`src/ilpf_pkg.sv`:
```
// Shared constants and types for the integer lowpass filter.
package ilpf_pkg;

    localparam int TAP_SPACING = 10;
    localparam int FRAME_LEN   = 500;
    localparam int DELAY_DEPTH = 2 * TAP_SPACING;

    localparam int SAMPLE_W = 16;
    localparam int ACC_W    = 32;
    localparam int INDEX_W  = $clog2(FRAME_LEN);
    localparam int FILL_W   = $clog2(TAP_SPACING + 1);

    // Division by M*M is a multiplication by a rounded-up reciprocal.
    localparam int DIVISOR     = TAP_SPACING * TAP_SPACING;
    localparam int DIV_LOG     = $clog2(DIVISOR);
    localparam int RECIP_SHIFT = ACC_W + DIV_LOG;
    localparam int RECIP_W     = ACC_W + 1;
    localparam int PROD_W      = RECIP_W + ACC_W;
    localparam logic [63:0] RECIP_FULL =
        ((64'd1 << RECIP_SHIFT) + 64'(DIVISOR) - 64'd1) / 64'(DIVISOR);
    localparam logic [RECIP_W-1:0] RECIP = RECIP_FULL[RECIP_W-1:0];

    localparam logic [PROD_W-1:0] POS_LIMIT = PROD_W'(32767);
    localparam logic [PROD_W-1:0] NEG_LIMIT = PROD_W'(32768);
    localparam logic [SAMPLE_W-1:0] POS_SAT = 16'h7FFF;
    localparam logic [SAMPLE_W-1:0] NEG_SAT = 16'h8000;

    // One result on its way to the scaler: magnitude of y, its sign, end mark.
    typedef struct packed {
        logic [ACC_W-1:0] mag;
        logic             neg;
        logic             frame_end;
    } ilpf_item_t;

endpackage

```
`src/ilpf_tap.sv`:
```
// One cell of the sample delay line.
module ilpf_tap
    import ilpf_pkg::*;
(
    input  logic                       clk,
    input  logic                       rst_n,
    input  logic                       shift,
    input  logic                       clear,
    input  logic signed [SAMPLE_W-1:0] din,
    output logic signed [SAMPLE_W-1:0] dout
);

    logic signed [SAMPLE_W-1:0] data_reg;
    logic signed [SAMPLE_W-1:0] data_next;

    always_comb
    begin
        data_next = data_reg;
        if (shift)
        begin
            data_next = clear ? '0 : din;
        end
    end

    always_ff @(posedge clk or negedge rst_n)
    begin
        if (!rst_n)
        begin
            data_reg <= '0;
        end
        else
        begin
            data_reg <= data_next;
        end
    end

    assign dout = data_reg;

endmodule

```
`config.mk`:
```
export PLATFORM = sky130hd
export DESIGN_NAME = ilpf_tap
export DESIGN_NICKNAME = d
export VERILOG_FILES = /design/src/ilpf_pkg.sv /design/src/ilpf_tap.sv
export SDC_FILE = /design/constraint.sdc
export NUM_CORES = 1
export LEC_CHECK = 0
export ABC_AREA = 1
export BUFFER_PORTS_ARGS = -buffer_cell sky130_fd_sc_hd__buf_2
export CORE_MARGIN = 10
export CORE_UTILIZATION = 42
export DETAILED_ROUTE_END_ITERATION = 12
export PLACE_DENSITY_LB_ADDON = 0.2
export SLEW_MARGIN = 20
export SYNTH_ARGS = -nofsm -noshare
export SYNTH_HDL_FRONTEND = slang
export SYNTH_SLANG_ARGS = --single-unit
```
`constraint.sdc`:
```
create_clock -name clk -period 0.8 [get_ports clk]
set_clock_uncertainty 0.1 [all_clocks]
set_input_delay 0.08 -clock clk [delete_from_list [all_inputs] [get_ports clk]]
set_output_delay 0.08 -clock clk [all_outputs]
set_load 0.1 [all_outputs]
```
==> flow_metrics.py <==
metrics = {
    "status": {
        "status": "finished with violations",
        "violations": "setup timing",
    },
    "clock_tree": {
        "cts_tree": "done",
        "htreeDepth": 1,
        "path_clk_slew_ns": 0.10,
        "clock-sinks": 16,
        "insertion_delay_ns": 0.31,
        "cts.path.max_buffers": 2,
        "cts_made_buffers": 3,
        "root_buffer": "clkbuf_4",
    },
    "detailed_routing": {
        "dr.pass1.iters": 4,
        "drt_iter0_markers": 45,
        "drc": 0,
        "via_count": 814,
        "postRouteAntennaNets": 0,
        "wl_per_cell_um": 23.5,
        "vias_per_cell": 5.61,
        "drt-total-wl_mm": 3.40,
    },
    "yosys": {
        "synth-edff-count": 0,
        "ys_types": 9,
        "syn_avg_cell_area_um2": 9.62,
        "synth_top_area_frac": 0.595,
        "yosys.area.top_type": "dfrtp_1",
        "async_reset_ff_frac": 1.00,
        "synth_area_um2": 673,
        "ys_seq_area_frac": 0.595,
        "ys.flop_type": "dfrtp_1",
        "ys_warn_count": 0,
        "syn-num-nets": 90,
        "synthTopCellsByArea": "dfrtp_1 59%, nand2_1 15%, nand3_1 12%",
        "ys_ff_latch": 16,
        "synth_most_common_cell": "nand2_1",
        "synth_commonest_cells": "27 x nand2_1, 16 x dfrtp_1, 16 x nand3_1",
        "synthCells": 70,
    },
    "cells_and_area": {
        "fillCellCount": 29,
        "largest_register_ffs": 16,
        "nets": 150,
        "area_delta_synth_final_pct": 116,
        "drive_gt1_frac": 0.690,
        "antennaDiodeCount": 0,
        "seq_area_um2": 460,
        "multi_input_area_um2": 273,
    },
    "critical_path": {
        "required_ns": 0.62,
        "end_kind": "output port",
        "cp_top_family": "flip-flops",
        "crit_arrival_ns": 1.02,
        "worst_path_max_delay_cell": "dfrtp_4",
        "crit_buf_inv": 1,
        "criticalPathCategory": "register to output port",
        "path_max_fanout": 2,
        "slowest_delay_ns": 0.52,
        "cp-start-kind": "register",
        "crit_chain": "buf_12",
        "r2r_cells": 3,
        "path_depth": 1,
    },
    "sta": {
        "slew_headroom": 0.760,
        "achievable-frequency_ghz": 0.836,
        "finalWorstSetupSlack_ns": -0.397,
        "hold_ws_ns": 0.0482,
        "setup_viol": 32,
        "period_share": 1.50,
        "worstMarginPinSlew_ns": 0.360,
        "rsz0062_at_grt": "yes",
        "timing.final.max_slew_violations": 0,
        "finalHoldViolCount": 0,
        "period_needed_ns": 1.20,
    },
    "pwr": {
        "power_mw": 2.68,
        "vdd_ir_drop_max_mv": 1.91,
        "powerDensity_mw_per_mm2": 1840,
        "leakage_nw": 0.690,
    },
    "die": {
        "die_h_um": 60.0,
        "io_pins": 36,
        "start_util": 0.447,
        "die_area_mm2": 0.00360,
        "rows": 14,
        "die_x_um": 60.0,
        "core-area_mm2": 0.00151,
    },
    "place": {
        "gp_congestion": 0.649,
        "dpl.hpwl_mm": 1.49,
        "port_buffers": 35,
    },
    "hold_path": {
        "holdCritPathClass": "input pin to register",
        "worst_hold_path.num_cells": 3,
    },
    "job": {
        "cap_violations": 0,
    },
    "global_route": {
        "grt_pass1_wl_mm": 4.08,
        "grt.total_usage": 0.151,
        "grt_pass1_vias": 816,
        "grt_max_degree": 17,
        "overflow": 0,
        "antenna_found_initial": 0,
    },
}
worst paths after layout:
| kind | from | to | slack, ns |
|---|---|---|---|
| max | dout[7]$_DFFE_PN0P_ | dout[7] | -0.40 |
| min | shift | dout[8]$_DFFE_PN0P_ | 0.05 |
| max reg2reg | dout[12]$_DFFE_PN0P_ | dout[12]$_DFFE_PN0P_ | -0.16 |
| min reg2reg | dout[8]$_DFFE_PN0P_ | dout[8]$_DFFE_PN0P_ | 0.48 |
| max in group asynchronous | rst_n | dout[8]$_DFFE_PN0P_ | 0.18 |
| min in group asynchronous | rst_n | dout[10]$_DFFE_PN0P_ | 0.13 |
cells by family (layout without fill, tap and decap cells):
family | Yosys count | count (layout) | synth area share
buffers and inverters | 6 | 65 | 0.0892
flip-flops | 16 | 16 | 0.595
AND/OR/NAND/NOR | 48 | 48 | 0.316
where the power goes:
part / internal, mW / switching [mW]
combinational: 0.410 / 0.679
sequential: 0.911 / 0.0911
clock: 0.279 / 0.314
total: 1.60 / 1.08
per-layer routing:
layer / track usage / up-vias / share of wire
li1: - / 339 / -
met1: 0.138 / 396 / 0.32
met2: 0.285 / 60 / 0.54
met3: 0.0593 / 19 / 0.087
met4: 0.0609 / 0 / 0.049
met5: 0 / - / 0
per-stage QoR:
step           std cells  worst slack (ns)  setup TNS [ns]  area (um^2)   util
2_1_floorplan         70            -0.153           -2.41          733      -
3_3_place_gp         120           -0.0229          -0.312         1140  0.759
3_5_place_dp         120           -0.0409          -0.494         1140  0.759
4_1_cts              145            -0.352           -6.10         1400  0.928
5_1_grt              145            -0.425           -7.81         1460  0.966
6_report             145            -0.397           -7.33         1460  0.966
final cells by class:
type	count	share of cell area
clock buffers	4	0.0249
inverters	2	0.00860
multi-input cells	48	0.187
flip-flops and latches	16	0.316
well taps	16	0.0138
repair buffers	59	0.449
cell usage in the layout, fill, tap and decap left out:
| cell type | n |
|---|---|
| nand2_2 | 23 |
| buf_2 | 19 |
| dlygate4sd3_1 | 17 |
| nand3_1 | 16 |
| dfrtp_4 | 16 |
| buf_12 | 16 |
| nand2_1 | 7 |
| buf_6 | 4 |
| clkbuf_4 | 3 |
| buf_4 | 3 |
| nand2_4 | 2 |
| inv_2 | 1 |
| inv_6 | 1 |
| clkbuf_8 | 1 |
repair_timing:
item / in CTS / in global routing
endpoints found under the setup margin: 32 / 32
pin swaps: 0 / 0
gates resized for setup: 5 / 24
hold buffers: 17 / 0
buffers inserted: 4 / 3
hold endpoints to repair: 32 / 0
Power figures use the tool's default switching activity.
